File: config.mk
export PLATFORM = sky130hd
export DESIGN_NAME = mmss_cook_timer_controller_core_flat
export DESIGN_NICKNAME = d
export VERILOG_FILES = /design/src/design/mctc_pkg.sv /design/src/design/mctc_ifs.sv /design/src/design/mctc_step.sv /design/src/design/mmss_cook_timer_controller_core.sv /design/src/flat_wrapper.sv
export SDC_FILE = /design/constraint.sdc
export NUM_CORES = 1
export LEC_CHECK = 0
export ABC_AREA = 0
export BUFFER_PORTS_ARGS = -buffer_cell sky130_fd_sc_hd__buf_4
export CAP_MARGIN = 0
export CORE_MARGIN = 5
export CORE_UTILIZATION = 50
export DETAILED_ROUTE_END_ITERATION = 8
export PLACE_DENSITY = 0.69
export SLEW_MARGIN = 20
export SYNTH_ARGS = -nofsm -noshare
export SYNTH_HDL_FRONTEND = slang
export SYNTH_HIERARCHICAL = 1
export SYNTH_SLANG_ARGS = --single-unit
File: constraint.sdc
create_clock -name i_clk -period 3.2 [get_ports i_clk]
set_clock_uncertainty 0.15 [all_clocks]
set_input_delay 0.16 -clock i_clk [delete_from_list [all_inputs] [get_ports i_clk]]
set_output_delay 0.16 -clock i_clk [all_outputs]
set_load 0.01 [all_outputs]
File: src/design/mctc_pkg.sv
`timescale 1ns / 1ps
// Package for the MM:SS cooking timer controller.
// Holds the field widths, command and reply codes, and the request, result and state types.
package mctc_pkg;

    localparam int unsigned CMD_W    = 2;
    localparam int unsigned POS_W    = 3;
    localparam int unsigned DIGIT_W  = 4;
    localparam int unsigned REPLY_W  = 2;
    localparam int unsigned ALARM_W  = 4;
    localparam int unsigned N_DIGITS = 4;

    localparam logic [DIGIT_W-1:0] DIGIT_MAX    = 4'd9;
    localparam logic [DIGIT_W-1:0] SEC_TENS_MAX = 4'd5;
    localparam logic [ALARM_W-1:0] ALARM_TICKS_RST = 4'd2;

    typedef enum logic [CMD_W-1:0] {
        CMD_DIGIT = 2'd0,
        CMD_START = 2'd1,
        CMD_STOP  = 2'd2,
        CMD_TICK  = 2'd3
    } t_cmd;

    typedef enum logic [REPLY_W-1:0] {
        REPLY_NONE    = 2'd0,
        REPLY_READY   = 2'd1,
        REPLY_CLEARED = 2'd2
    } t_reply;

    typedef struct packed {
        logic [CMD_W-1:0]   cmd;
        logic [POS_W-1:0]   digit_position;
        logic [DIGIT_W-1:0] digit_value;
        logic               door_closed;
    } t_req;

    typedef struct packed {
        logic [REPLY_W-1:0] reply;
        logic [DIGIT_W-1:0] sec_units;
        logic [DIGIT_W-1:0] sec_tens;
        logic [DIGIT_W-1:0] min_units;
        logic [DIGIT_W-1:0] min_tens;
        logic               running;
        logic               buzzer;
    } t_rsp;

    typedef struct packed {
        logic [N_DIGITS-1:0][DIGIT_W-1:0] digits;
        logic                             running;
        logic                             alarm_active;
        logic [ALARM_W-1:0]               alarm_count;
    } t_state;

endpackage

File: src/design/mctc_ifs.sv
`timescale 1ns / 1ps
// Request and result channel interfaces for the cooking timer controller.
// Depends on mctc_pkg for field widths.
interface mctc_req_if;
    logic                            valid;
    logic                            ready;
    logic [mctc_pkg::CMD_W-1:0]      cmd;
    logic [mctc_pkg::POS_W-1:0]      digit_position;
    logic [mctc_pkg::DIGIT_W-1:0]    digit_value;
    logic                            door_closed;

    modport source (output valid, cmd, digit_position, digit_value, door_closed, input ready);
    modport sink   (input valid, cmd, digit_position, digit_value, door_closed, output ready);
endinterface

interface mctc_rsp_if;
    logic                            valid;
    logic                            ready;
    logic [mctc_pkg::REPLY_W-1:0]    reply;
    logic [mctc_pkg::DIGIT_W-1:0]    sec_units;
    logic [mctc_pkg::DIGIT_W-1:0]    sec_tens;
    logic [mctc_pkg::DIGIT_W-1:0]    min_units;
    logic [mctc_pkg::DIGIT_W-1:0]    min_tens;
    logic                            running;
    logic                            buzzer;

    modport source (output valid, reply, sec_units, sec_tens, min_units, min_tens, running,
                    buzzer, input ready);
    modport sink   (input valid, reply, sec_units, sec_tens, min_units, min_tens, running,
                    buzzer, output ready);
endinterface

File: src/design/mctc_step.sv
`timescale 1ns / 1ps
// Next-state and result logic for one timer request: digit entry, start, stop, tick.
// Depends on mctc_pkg.
module mctc_step (
    input  mctc_pkg::t_state               i_state,
    input  mctc_pkg::t_req                 i_req,
    input  logic [mctc_pkg::ALARM_W-1:0]   i_alarm_ticks,
    output mctc_pkg::t_state               o_state,
    output mctc_pkg::t_rsp                 o_rsp
);

    logic [mctc_pkg::DIGIT_W-1:0] digit_sat;
    logic                         time_zero;
    logic [mctc_pkg::N_DIGITS-1:0][mctc_pkg::DIGIT_W-1:0] dec_digits;
    logic [mctc_pkg::ALARM_W-1:0] alarm_dec;
    mctc_pkg::t_state             nxt;
    mctc_pkg::t_reply             reply;

    assign digit_sat = (i_req.digit_value > mctc_pkg::DIGIT_MAX) ? mctc_pkg::DIGIT_MAX
                                                                  : i_req.digit_value;
    assign time_zero = (i_state.digits == '0);
    assign alarm_dec = (i_state.alarm_count != '0) ? i_state.alarm_count - 1'b1
                                                   : i_state.alarm_count;

    // BCD countdown with seconds tens wrapping to five
    always_comb begin
        dec_digits = i_state.digits;
        if (i_state.digits[0] != '0) begin
            dec_digits[0] = i_state.digits[0] - 1'b1;
        end else begin
            dec_digits[0] = mctc_pkg::DIGIT_MAX;
            if (i_state.digits[1] != '0) begin
                dec_digits[1] = i_state.digits[1] - 1'b1;
            end else begin
                dec_digits[1] = mctc_pkg::SEC_TENS_MAX;
                if (i_state.digits[2] != '0) begin
                    dec_digits[2] = i_state.digits[2] - 1'b1;
                end else begin
                    dec_digits[2] = mctc_pkg::DIGIT_MAX;
                    if (i_state.digits[3] != '0) begin
                        dec_digits[3] = i_state.digits[3] - 1'b1;
                    end
                end
            end
        end
    end

    always_comb begin
        nxt   = i_state;
        reply = mctc_pkg::REPLY_NONE;
        case (mctc_pkg::t_cmd'(i_req.cmd))
            mctc_pkg::CMD_DIGIT: begin
                if (i_req.digit_position inside {[3'd1:3'd4]}) begin
                    if (i_req.digit_position >= 3'd4) begin
                        nxt.digits[3] = i_state.digits[2];
                    end
                    if (i_req.digit_position >= 3'd3) begin
                        nxt.digits[2] = i_state.digits[1];
                    end
                    if (i_req.digit_position >= 3'd2) begin
                        nxt.digits[1] = i_state.digits[0];
                    end
                    nxt.digits[0] = digit_sat;
                end
            end
            mctc_pkg::CMD_START: begin
                nxt.alarm_active = 1'b0;
                nxt.alarm_count  = '0;
                if (i_req.door_closed && !time_zero) begin
                    nxt.running = 1'b1;
                end else begin
                    reply = mctc_pkg::REPLY_READY;
                end
            end
            mctc_pkg::CMD_STOP: begin
                if (i_state.running) begin
                    nxt.running = 1'b0;
                    reply       = mctc_pkg::REPLY_READY;
                end else begin
                    nxt.digits = '0;
                    reply      = mctc_pkg::REPLY_CLEARED;
                end
            end
            mctc_pkg::CMD_TICK: begin
                if (i_state.running) begin
                    if (time_zero) begin
                        nxt.running      = 1'b0;
                        nxt.digits       = '0;
                        nxt.alarm_active = 1'b1;
                        nxt.alarm_count  = (i_alarm_ticks == '0) ? 4'd1 : i_alarm_ticks;
                    end else begin
                        nxt.digits = dec_digits;
                    end
                end else if (i_state.alarm_active) begin
                    nxt.alarm_count = alarm_dec;
                    if (alarm_dec == '0) begin
                        nxt.alarm_active = 1'b0;
                        reply            = mctc_pkg::REPLY_READY;
                    end
                end
            end
            default: begin
                nxt = i_state;
            end
        endcase
    end

    assign o_state         = nxt;
    assign o_rsp.reply     = reply;
    assign o_rsp.sec_units = nxt.digits[0];
    assign o_rsp.sec_tens  = nxt.digits[1];
    assign o_rsp.min_units = nxt.digits[2];
    assign o_rsp.min_tens  = nxt.digits[3];
    assign o_rsp.running   = nxt.running;
    assign o_rsp.buzzer    = nxt.alarm_active;

endmodule

File: src/design/mmss_cook_timer_controller_core.sv
`timescale 1ns / 1ps
// Top level of the MM:SS cooking timer controller: state, alarm length register, result stage.
// Depends on mctc_pkg, mctc_ifs and mctc_step.

// Every request (digit entry, start, stop, one-second tick) yields exactly one result carrying
// the reply code and the display digits, running and buzzer after the request. A request is
// taken in every cycle while the skid stage is empty, and its result is registered.
// The result register is backed by a one-entry skid stage, so a stalled result channel holds
// off requests only once both are full. The alarm length register resets to two and should be
// written only while no results are outstanding. The running output drives motor and light.
module mmss_cook_timer_controller_core (
    input  logic                          i_clk,
    input  logic                          i_rst_n,
    input  logic                          i_cfg_we,
    input  logic [mctc_pkg::ALARM_W-1:0]  i_cfg_wdata,
    mctc_req_if.sink                      i_req,
    mctc_rsp_if.source                    o_rsp
);

    mctc_pkg::t_state             r_state;
    mctc_pkg::t_state             n_state;
    logic [mctc_pkg::ALARM_W-1:0] r_alarm_ticks;
    logic                         r_out_valid;
    logic                         n_out_valid;
    mctc_pkg::t_rsp               r_out;
    mctc_pkg::t_rsp               n_out;
    logic                         r_skid_valid;
    logic                         n_skid_valid;
    mctc_pkg::t_rsp               r_skid;
    mctc_pkg::t_rsp               n_skid;

    mctc_pkg::t_req               req;
    mctc_pkg::t_state             step_state;
    mctc_pkg::t_rsp               step_rsp;
    logic                         accept;

    assign req.cmd            = i_req.cmd;
    assign req.digit_position = i_req.digit_position;
    assign req.digit_value    = i_req.digit_value;
    assign req.door_closed    = i_req.door_closed;

    mctc_step u_step (
        .i_state       (r_state),
        .i_req         (req),
        .i_alarm_ticks (r_alarm_ticks),
        .o_state       (step_state),
        .o_rsp         (step_rsp)
    );

    assign i_req.ready = !r_skid_valid;
    assign accept      = i_req.valid && !r_skid_valid;

    always_comb begin
        n_state      = accept ? step_state : r_state;
        n_out_valid  = r_out_valid;
        n_out        = r_out;
        n_skid_valid = r_skid_valid;
        n_skid       = r_skid;
        if (!r_out_valid || o_rsp.ready) begin
            if (r_skid_valid) begin
                n_out_valid  = 1'b1;
                n_out        = r_skid;
                n_skid_valid = 1'b0;
            end else begin
                n_out_valid = accept;
                n_out       = step_rsp;
            end
        end else if (accept) begin
            // hold the stalled result, park the new one
            n_skid_valid = 1'b1;
            n_skid       = step_rsp;
        end
    end

    always_ff @(posedge i_clk) begin
        if (!i_rst_n) begin
            r_state       <= '0;
            r_alarm_ticks <= mctc_pkg::ALARM_TICKS_RST;
            r_out_valid   <= 1'b0;
            r_skid_valid  <= 1'b0;
        end else begin
            r_state      <= n_state;
            r_out_valid  <= n_out_valid;
            r_skid_valid <= n_skid_valid;
            if (i_cfg_we) begin
                r_alarm_ticks <= i_cfg_wdata;
            end
        end
    end

    always_ff @(posedge i_clk) begin
        r_out  <= n_out;
        r_skid <= n_skid;
    end

    assign o_rsp.valid     = r_out_valid;
    assign o_rsp.reply     = r_out.reply;
    assign o_rsp.sec_units = r_out.sec_units;
    assign o_rsp.sec_tens  = r_out.sec_tens;
    assign o_rsp.min_units = r_out.min_units;
    assign o_rsp.min_tens  = r_out.min_tens;
    assign o_rsp.running   = r_out.running;
    assign o_rsp.buzzer    = r_out.buzzer;

endmodule
File: src/flat_wrapper.sv
// flat-port wrapper written by rule: the top's interface ports become plain ports
module mmss_cook_timer_controller_core_flat 
  (i_clk, i_rst_n, i_cfg_we, i_cfg_wdata, i_req_valid, i_req_cmd, i_req_digit_position, i_req_digit_value, i_req_door_closed, i_req_ready, o_rsp_valid, o_rsp_reply, o_rsp_sec_units, o_rsp_sec_tens, o_rsp_min_units, o_rsp_min_tens, o_rsp_running, o_rsp_buzzer, o_rsp_ready);
  mctc_req_if i_req_i ();
  mctc_rsp_if o_rsp_i ();
  input  logic i_clk;
  input  logic i_rst_n;
  input  logic i_cfg_we;
  input  logic [mctc_pkg::ALARM_W-1:0] i_cfg_wdata;
  input wire logic [$bits(i_req_i.valid)-1:0] i_req_valid;
  input wire logic [$bits(i_req_i.cmd)-1:0] i_req_cmd;
  input wire logic [$bits(i_req_i.digit_position)-1:0] i_req_digit_position;
  input wire logic [$bits(i_req_i.digit_value)-1:0] i_req_digit_value;
  input wire logic [$bits(i_req_i.door_closed)-1:0] i_req_door_closed;
  output wire logic [$bits(i_req_i.ready)-1:0] i_req_ready;
  output wire logic [$bits(o_rsp_i.valid)-1:0] o_rsp_valid;
  output wire logic [$bits(o_rsp_i.reply)-1:0] o_rsp_reply;
  output wire logic [$bits(o_rsp_i.sec_units)-1:0] o_rsp_sec_units;
  output wire logic [$bits(o_rsp_i.sec_tens)-1:0] o_rsp_sec_tens;
  output wire logic [$bits(o_rsp_i.min_units)-1:0] o_rsp_min_units;
  output wire logic [$bits(o_rsp_i.min_tens)-1:0] o_rsp_min_tens;
  output wire logic [$bits(o_rsp_i.running)-1:0] o_rsp_running;
  output wire logic [$bits(o_rsp_i.buzzer)-1:0] o_rsp_buzzer;
  input wire logic [$bits(o_rsp_i.ready)-1:0] o_rsp_ready;
  assign i_req_i.valid = i_req_valid;
  assign i_req_i.cmd = i_req_cmd;
  assign i_req_i.digit_position = i_req_digit_position;
  assign i_req_i.digit_value = i_req_digit_value;
  assign i_req_i.door_closed = i_req_door_closed;
  assign i_req_ready = i_req_i.ready;
  assign o_rsp_valid = o_rsp_i.valid;
  assign o_rsp_reply = o_rsp_i.reply;
  assign o_rsp_sec_units = o_rsp_i.sec_units;
  assign o_rsp_sec_tens = o_rsp_i.sec_tens;
  assign o_rsp_min_units = o_rsp_i.min_units;
  assign o_rsp_min_tens = o_rsp_i.min_tens;
  assign o_rsp_running = o_rsp_i.running;
  assign o_rsp_buzzer = o_rsp_i.buzzer;
  assign o_rsp_i.ready = o_rsp_ready;
  mmss_cook_timer_controller_core u_core (.i_clk(i_clk), .i_rst_n(i_rst_n), .i_cfg_we(i_cfg_we), .i_cfg_wdata(i_cfg_wdata), .i_req(i_req_i), .o_rsp(o_rsp_i));
endmodule
==> results of run 1 <==
how the worst max path moves through the flow:
stage                                                endpoint  slack, ns  cells after the start
after floorplan           u_core/o_rsp.min_units[3]$_DFFE_PP_       0.77                      8
after global placement    u_core/o_rsp.min_units[3]$_DFFE_PP_       0.48                      7
after detailed placement  u_core/o_rsp.min_units[3]$_DFFE_PP_       0.42                      7
after CTS                 u_core/o_rsp.min_units[3]$_DFFE_PP_       0.40                      7
after global routing       u_core/o_rsp.sec_tens[3]$_DFFE_PP_       0.27                      7
final                     u_core/o_rsp.min_units[3]$_DFFE_PP_       0.34                      7
synthesized netlist by cell type (5+ instances only):
library cell	instances	share of area
dfxtp_1	28	0.14
ha_1	5	0.015
mux2i_1	27	0.065
buf_4	19	0.035
buf_6	5	0.014
inv_1	18	0.016
nor4_1	5	0.0076
a31oi_1	5	0.0076
nor2_1	12	0.011
o221ai_1	6	0.013
nand2b_1	5	0.0076
edfxtp_1	40	0.29
mux2_2	20	0.055
clkbuf_1	15	0.014
nor3_1	11	0.013
nor2b_1	8	0.012
nand2_1	59	0.054
nor3b_1	6	0.011
nand3_1	7	0.0085
a221o_1	5	0.012
o31ai_1	5	0.0091
buf_2	9	0.011
o21ai_0	13	0.016
a21oi_1	16	0.019
power by group through the flow:
stage	Sequential [mW]	Clock, mW	Combinational (mW)
after global placement	0.980	0	0.182
after detailed placement	0.981	0	0.184
after CTS	0.961	0.792	0.195
after floorplan	0.988	0	0.107
final	0.960	0.775	0.195
after global routing	0.963	0.845	0.210
kinds of logic (layout without fill, tap and decap cells):
logic type | after synthesis | count (layout) | synth area share
flops | 68 | 68 | 0.4267
fa+ha+maj | 5 | 5 | 0.01515
mux | 47 | 47 | 0.1200
xor+xnor | 3 | 3 | 0.006365
buf+inv | 67 | 90 | 0.09000
simple gates | 137 | 137 | 0.1821
compound gates | 88 | 88 | 0.1597
sequential cells by signal, indices dropped and copies added, names as in the netlist:
signal	cells
u_core/o_rsp.min_tens	4
u_core/o_rsp.buzzer	1
u_core/o_rsp.sec_units	4
u_core/r_alarm_ticks	4
u_core/r_state	22
u_core/o_rsp.running	1
u_core/r_skid_valid	1
u_core/r_skid	20
u_core/o_rsp.reply	2
u_core/o_rsp.valid	1
u_core/o_rsp.sec_tens	4
u_core/o_rsp.min_units	4
layer usage:
metal | GRT usage | share of wire
met1 | 0.2692 | 0.46
met2 | 0.3023 | 0.47
met3 | 0.04429 | 0.053
met4 | 0.06632 | 0.020
met5 | 0 | 0
layout make-up:
cell class / instances / area, um2 / share of cell area
Clock buffer: 9 / 123.9 / 0.02683
Clock inverter: 7 / 91.34 / 0.01978
Inverter: 18 / 67.56 / 0.01463
Multi-Input combinational cell: 280 / 1998 / 0.4328
Sequential cell: 68 / 1762 / 0.3816
Tap cell: 105 / 131.4 / 0.02846
Timing Repair Buffer: 56 / 442.9 / 0.09593
worst register-to-register path, cell delays in order (launching register included):
cell,delay (ns)
dfxtp_1,0.37
inv_1,0.10
ha_1,0.26
nand4bb_1,0.53
o32ai_4,0.43
o311ai_1,0.15
a221o_1,0.35
mux2_2,0.27
metrics by stage:
stage	area [um2]	hold WS [ns]	instances	util	power, mW
after floorplan	4129	0.1385	415	-	1.096
after global placement	4312	0.2256	518	0.5301	1.162
after detailed placement	4312	0.2486	518	0.5301	1.165
after CTS	4617	0.07170	543	0.5676	1.948
after global routing	4617	0.1017	543	0.5676	2.017
final	4617	0.07886	543	0.5676	1.931
==> flow_metrics.tcl, run 1 <==
set metrics [dict create \
    critPathLaunchType "flip-flop" \
    ys_dominant_reg_cell "edfxtp_1" \
    maxSlewViolCount 0 \
    grt_usage 0.1953 \
    post_cts_buffers 0 \
    p_per_area_mw_per_mm2 418.1 \
    setup_violations 0 \
    synth_area_mm2 0.004129 \
    outcome "finished clean" \
    cp-startpoint "u_core/r_state[6]$_SDFFE_PN0P_" \
    place_ws_ns 0.4157 \
    cts_hold_buffers 9 \
    ys_warn_count 6 \
    hold_depth 2 \
    grt_pass1_wl_um 15500 \
    synth-async-reset-ratio 0 \
    hold_viol_final 0 \
    period_minus_slack_ns 2.856 \
    cp_max_fo 10 \
    r2r_slack_ns 0.34 \
    mostFrequentLayoutCells "nand2_1 (59), buf_4 (47), edfxtp_1 (40)" \
    hp-start "i_rst_n" \
    clkPwrFrac 0.402 \
    synth_edf_count 40 \
    synth_cells 415 \
    p_sw_mw 0.4591 \
    p_leak_nw 1.758 \
    r2r-end "u_core/o_rsp.min_units[3]$_DFFE_PP_" \
    drtAntennaViolNets 0 \
    die_y_um 100.9 \
    dp_hpwl_um 6552 \
    routed_via_density 5.994 \
    gr-total-overflow 0 \
    drc 0 \
    arrival_ns 2.81 \
    critPathMaxStageDelay_ns 0.53 \
    path_cells "inv_1, ha_1, nand4bb_1, o32ai_4, o311ai_1, a221o_1, mux2_2" \
    worstPathRequired_ns 3.15 \
    dieArea_mm2 0.01018 \
    worstHoldEndpoint "u_core/r_alarm_ticks[1]$_SDFFE_PN1P_" \
    diodes 0 \
    layout-drive-gt1-share 0.2169 \
    cts.sinks 68 \
    start_util 0.5076 \
    slew_headroom 0.5474 \
    root_buffer "clkbuf_8" \
    core_region_area_mm2 0.008134 \
    max-cap-violations 0 \
    period_share 0.8926 \
    hp-class "in -> reg" \
    pin_count 41 \
    r2r_cells 7 \
    dr.pass1.iters 5 \
    worst_slew_pin_slew_ns 0.6704 \
    vias 3255 \
    portBuffers 40 \
    syn2layout_area_growth_pct 11.82 \
    cts_made_buffers 9 \
    clk_latency_ns 0.35 \
    globalplace.congestion 0.8985 \
    final_common_cell "nand2_1" \
    grt_antenna_before_repair 0 \
    h-tree-depth 3 \
    die_w_um 100.9 \
    p_int_mw 1.471 \
    finalSetupTns_ns 0 \
    finalWorstSetupSlack_ns 0.3438 \
    nNetsFinal 457 \
    crit_type "reg -> reg" \
    rsz0062_at_grt "no" \
    critPathSlowestCell "nand4bb_1" \
    vdd_drop_max_v 0.0001713 \
    ys_ff_latch 68 \
    seq_area_frac_synth 0.4267 \
    reg2reg_from "u_core/r_state[6]$_SDFFE_PN0P_" \
    grt_pass1_vias 3043 \
    drt_iter0_drc 249 \
    wl_per_cell_um 17.90 \
    seqPwrFrac 0.498 \
    post_synth_num_cell_types 63 \
    max_freq_mhz 350.1 \
    cp_num_buf_inv 1 \
    grt_max_degree 51 \
    cp-end-kind "flip-flop" \
    combPwrFrac 0.101 \
    synthesis.nets 439 \
    cp_top_family "compound AO/OA/AOI/OAI gates" \
    totalWireLength_um 9719 \
    fillers 718 \
    avgSynthCellArea_um2 9.949 \
    cts_tree "done" \
    cts_resized 0 \
    clk_pin_slew_worst_paths_ns 0.08 \
    rows 33 \
    p_sw_frac 0.2378 \
    cts_buffer_depth 2 \
]
Note: power is estimated with default switching activity, not from simulation.
==> run 2, diff against run 1 <==
Clock period 3.2 ns to 3.56 ns, I/O delays scaled along.
==> run 2 against run 1 <==
  * Routed wire length decreased by 0.50%
  * Global-route usage up 0.16 points
  * Via count grew 0.49%
  * Highest routed layer unchanged
  * Worst hold slack got worse by 0.072 ns
  * Setup slack better by 0.34 ns
  * Largest power group unchanged
==> flow_metrics.tcl, run 2 (synthesized netlist as in run 1, its figures left out) <==
set metrics [dict create \
    outcome "finished clean" \
    cts.sinks 68 \
    clk_latency_ns 0.36 \
    start_util 0.5076 \
    cts_tree "done" \
    hp-class "in -> reg" \
    p_sw_mw 0.4169 \
    grt_pass1_vias 3126 \
    root_buffer "clkbuf_8" \
    p_sw_frac 0.2492 \
    worst_slew_pin_slew_ns 0.6544 \
    setup_violations 0 \
    finalSetupTns_ns 0 \
    routed_via_density 6.069 \
    cp_max_fo 18 \
    largest_register_ffs 22 \
    clk_pin_slew_worst_paths_ns 0.08 \
    reg_top3 "u_core/r_state: 22 flops, u_core/r_skid: 20 flops" \
    p_int_mw 1.256 \
    post_cts_buffers 0 \
    hold_viol_final 0 \
    period_share 0.8075 \
    drc 0 \
    globalplace.congestion 0.9249 \
    grt_max_degree 51 \
    mostFrequentLayoutCells "nand2_1 (59), buf_4 (46), edfxtp_1 (40)" \
    drtAntennaViolNets 0 \
    gr-total-overflow 0 \
    h-tree-depth 3 \
    vias 3271 \
    wl_per_cell_um 17.94 \
    dieArea_mm2 0.01018 \
    seqPwrFrac 0.517 \
    max_freq_mhz 347.9 \
    pin_count 41 \
    grt_pass1_wl_um 15880 \
    max-cap-violations 0 \
    critPathLaunchType "flip-flop" \
    maxSlewViolCount 0 \
    combPwrFrac 0.101 \
    dr.pass1.iters 5 \
    layoutNonFillerInstCount 539 \
    largest-register "u_core/r_state" \
    cts_buffer_depth 2 \
    die_w_um 100.9 \
    place_ws_ns 0.7349 \
    worstPathRequired_ns 3.52 \
    dp_hpwl_um 6620 \
    clkPwrFrac 0.382 \
    arrival_ns 2.83 \
    portBuffers 40 \
    period_minus_slack_ns 2.875 \
    p_leak_nw 1.737 \
    finalWorstSetupSlack_ns 0.6853 \
    core_region_area_mm2 0.008134 \
    cts_made_buffers 9 \
    cp-end-kind "flip-flop" \
    rows 33 \
    post-place-cells 517 \
    syn2layout_area_growth_pct 10.52 \
    vdd_drop_max_v 0.0001531 \
    rsz0062_at_grt "no" \
    p_per_area_mw_per_mm2 366.6 \
    layout-drive-gt1-share 0.2189 \
    diodes 0 \
    grt_antenna_before_repair 0 \
    drt_iter0_drc 229 \
    slew_headroom 0.5582 \
    grt_usage 0.1968 \
    nNetsFinal 453 \
    r2r_slack_ns 0.69 \
    die_y_um 100.9 \
    final_common_cell "nand2_1" \
    totalWireLength_um 9670 \
    crit_type "reg -> reg" \
]
==> run 2: changes by cell type in the layout (fill, tap and decap cells not counted) <==
cell	change
dlygate4sd3_1	-3
inv_6	+2
buf_4	-1
bufinv_16	-1
clkinv_1	-1
==> run 2: final timing paths <==
check / endpoint / cells past startpoint / from
worst min-delay path: u_core/r_alarm_ticks[3]$_SDFFE_PN0P_ / 3 / i_cfg_we
worst max-delay path: u_core/o_rsp.min_units[3]$_DFFE_PP_ / 5 / u_core/r_state[5]$_SDFFE_PN0P_
worst max register to register: u_core/o_rsp.min_units[3]$_DFFE_PP_ / 5 / u_core/r_state[5]$_SDFFE_PN0P_
worst min register to register: u_core/r_state[21]$_SDFFE_PN0P_ / 2 / u_core/r_state[21]$_SDFFE_PN0P_
==> run 2: layout make-up <==
class / count / area (um2)
inverters: 18 / 67.56
flip-flops and latches: 68 / 1762
clock inverters: 7 / 75.07
well taps: 105 / 131.4
clock buffers: 9 / 123.9
repair buffers: 52 / 405.4
multi-input cells: 280 / 1998
fillers: 699 / 3571
==> run 2: per-stage QoR <==
step,hold WS [ns],utilization,total power [mW],instance area [um2]
floorplan,0.1565,-,0.9847,4129
global placement,0.2437,0.5291,1.044,4304
detailed placement,0.2779,0.5291,1.046,4304
CTS,0.001385,0.5610,1.691,4563
global route,0.005210,0.5610,1.751,4563
finish,0.006784,0.5610,1.673,4563
==> run 2: routing by layer <==
layer  share of wire  track usage
met2            0.47       0.3180
met3           0.054      0.03391
met1            0.46       0.2668
met4           0.016      0.06632
met5               0            0
==> run 2: worst max-delay path, cell delays in order (launching register included) <==
cell	delay [ns]
dfxtp_1	0.68
nand4bb_1	0.61
o32ai_4	0.43
o311ai_1	0.15
a221o_1	0.34
mux2_2	0.27
==> run 2: repair_timing <==
action / in CTS / in global routing
gates resized for setup: 0 / 0
endpoints found under the hold margin: 6 / 0
hold buffers: 6 / 0
==> run 2: power by group through the flow <==
stage / Clock [mW] / Combinational [mW] / Sequential, mW
finish: 0.640 / 0.169 / 0.864
global route: 0.701 / 0.183 / 0.866
CTS: 0.657 / 0.170 / 0.864
detailed placement: 0 / 0.164 / 0.882
global placement: 0 / 0.162 / 0.881
floorplan: 0 / 0.0963 / 0.888
==> run 3, diff against run 2 <==
Settings changed: PLACE_DENSITY 0.69 to 0.72.
Clock period 3.56 ns to 2.5 ns, I/O delays scaled along.
==> run 3 against run 2 <==
  * Routed wire length up 1.8%
  * Register-to-register slack worse by 0.63 ns
  * Global-route usage is 0.33 points higher
  * Flip-flop and latch count did not move
  * Core utilization is 5.1 points higher
  * Via count rose by 2.6%
  * Non-clock buffer count up 40
==> flow_metrics.tcl, run 3 (synthesized netlist as in run 1, its figures left out) <==
set metrics [dict create \
    grt_max_degree 51 \
    grt_antenna_before_repair 0 \
    worst_slew_pin_slew_ns 0.7352 \
    seqPwrFrac 0.476 \
    p_int_mw 1.997 \
    dieArea_mm2 0.01018 \
    nNetsFinal 493 \
    h-tree-depth 3 \
    grt_pass1_vias 3265 \
    post-place-cells 552 \
    diodes 0 \
    power_mw 2.580 \
    dp_hpwl_um 6804 \
    cp_max_fo 7 \
    r2r_cells 7 \
    cp-end-kind "flip-flop" \
    period_minus_slack_ns 2.448 \
    reg_top3 "u_core/r_state: 22 flops, u_core/r_skid: 20 flops" \
    p_sw_mw 0.5824 \
    clk_pin_slew_worst_paths_ns 0.07 \
    critPathLaunchType "flip-flop" \
    rows 33 \
    maxSlewViolCount 0 \
    die_y_um 100.9 \
    cts_made_buffers 9 \
    cts_buffer_depth 2 \
    placed_area_mm2 0.004579 \
    hp-start "i_rst_n" \
    clk_latency_ns 0.35 \
    outcome "finished clean" \
    globalplace.congestion 0.9452 \
    regArea_mm2 0.001764 \
    wl_per_cell_um 17.00 \
    syn2layout_area_growth_pct 20.61 \
    hp-class "in -> reg" \
    layout-drive-gt1-share 0.3059 \
    mostFrequentLayoutCells "buf_4 (81), nand2_1 (59), edfxtp_1 (40)" \
    vias 3355 \
    totalWireLength_um 9842 \
    start_util 0.5076 \
    grt_pass1_wl_um 16040 \
    r2r_slack_ns 0.05 \
    die_w_um 100.9 \
    hold_viol_final 0 \
    finalSetupTns_ns 0 \
    dr.pass1.iters 5 \
    portBuffers 40 \
    pin_count 41 \
    multi_input_area_mm2 0.002049 \
    vdd_drop_max_v 0.0004103 \
    r2r-end "u_core/o_rsp.sec_units[0]$_DFFE_PP_" \
    critPathMaxStageDelay_ns 0.46 \
    fillers 659 \
    largest-register "u_core/r_state" \
    critPathSlowestCell "or3b_4" \
    final_common_cell "buf_4" \
    p_sw_frac 0.2258 \
    reg2reg_from "u_core/r_state[11]$_SDFFE_PN0P_" \
    cts_tree "done" \
    setup_violations 0 \
    drc 0 \
    rsz0062_at_grt "no" \
    layoutNonFillerInstCount 579 \
    routed_via_density 5.794 \
    combPwrFrac 0.102 \
    path_cells "inv_2, ha_4, or3b_4, nor4_4, a211oi_2, a311o_1, mux2_2" \
    period_share 0.9792 \
    worstHoldEndpoint "u_core/r_alarm_ticks[1]$_SDFFE_PN1P_" \
    arrival_ns 2.40 \
    gr-total-overflow 0 \
    drt_iter0_drc 287 \
    root_buffer "clkbuf_8" \
    p_leak_nw 1.966 \
    stdcell_area_mm2 0.004980 \
    core_region_area_mm2 0.008134 \
    grt_usage 0.2001 \
    clkPwrFrac 0.421 \
    drtAntennaViolNets 0 \
    worstPathRequired_ns 2.45 \
    max_freq_mhz 408.5 \
    cts.sinks 68 \
    hold_depth 2 \
    p_per_area_mw_per_mm2 518.1 \
    largest_register_ffs 22 \
    max-cap-violations 0 \
    slew_headroom 0.5036 \
    crit_type "reg -> reg" \
]
run 3: cell types whose count changed in the layout (fill, tap and decap cells not counted), moves of 3 or more:
cell	delta
buf_4	+35
inv_1	-4
inv_2	+4
or3b_4	+4
dlygate4sd3_1	+3
ha_1	-3
or3b_1	-3
run 3: timing repair:
item,4_1_cts,5_1_grt
gates resized for setup,2,18
setup buffers,0,2
hold endpoints to repair,6,0
pin swaps,0,6
hold buffers,9,0
endpoints found under the setup margin,7,13
run 3: worst max-delay path, delay by kind of cell (launching register included):
kind                       cells  cell delay (ns)
and+or+nand+nor                2             0.84
AOI/OAI and AO/OA              2             0.42
DFF                            1             0.32
muxes                          1             0.26
adders and majority gates      1             0.15
buffers and inverters          1             0.07
run 3: final cells by class:
| class | count | area share |
|---|---|---|
| clock buffer | 9 | 0.02487 |
| multi-input combinational | 280 | 0.4116 |
| sequential | 68 | 0.3543 |
| clock inverter | 7 | 0.02286 |
| tap | 105 | 0.02638 |
| timing repair buffer | 92 | 0.1465 |
| inverter | 18 | 0.01357 |
run 3: through the flow:
step / util / setup WS, ns / hold slack [ns]
floorplan: - / 0.07139 / 0.1035
CTS: 0.6039 / 0.03277 / 0.01108
detailed placement: 0.5630 / -0.05810 / 0.2033
finish: 0.6122 / 0.05211 / 0.02566
global placement: 0.5630 / -0.009867 / 0.1954
global route: 0.6122 / 0.0007023 / 0.03097
run 3: power groups by stage:
| stage | logic (mW) | registers (mW) | clock network, mW |
|---|---|---|---|
| floorplan | 0.137 | 1.27 | 0 |
| global placement | 0.240 | 1.25 | 0 |
| detailed placement | 0.245 | 1.25 | 0 |
| CTS | 0.259 | 1.23 | 1.11 |
| global route | 0.285 | 1.23 | 1.16 |
| finish | 0.264 | 1.23 | 1.09 |
run 3: how the worst max path moves through the flow:
stage          slack (ns)                                   to                       startpoint  cells past startpoint
2_1_floorplan        0.07  u_core/o_rsp.min_units[3]$_DFFE_PP_  u_core/r_state[10]$_SDFFE_PN0P_                      8
3_3_place_gp        -0.01  u_core/o_rsp.min_units[3]$_DFFE_PP_  u_core/r_state[10]$_SDFFE_PN0P_                      7
3_5_place_dp        -0.06  u_core/o_rsp.min_units[3]$_DFFE_PP_  u_core/r_state[10]$_SDFFE_PN0P_                      7
4_1_cts              0.03  u_core/o_rsp.min_units[3]$_DFFE_PP_  u_core/r_state[10]$_SDFFE_PN0P_                      7
5_1_grt            0.0007  u_core/o_rsp.sec_units[0]$_DFFE_PP_  u_core/r_state[10]$_SDFFE_PN0P_                      7
6_report             0.05  u_core/o_rsp.sec_units[0]$_DFFE_PP_  u_core/r_state[11]$_SDFFE_PN0P_                      7
run 3: metal layers:
layer | up-vias | share of wire | track usage
met5 | - | 0 | 0
met1 | 1589 | 0.43 | 0.2561
li1 | 1630 | - | -
met2 | 109 | 0.48 | 0.3256
met4 | 0 | 0.023 | 0.07565
met3 | 27 | 0.064 | 0.05052
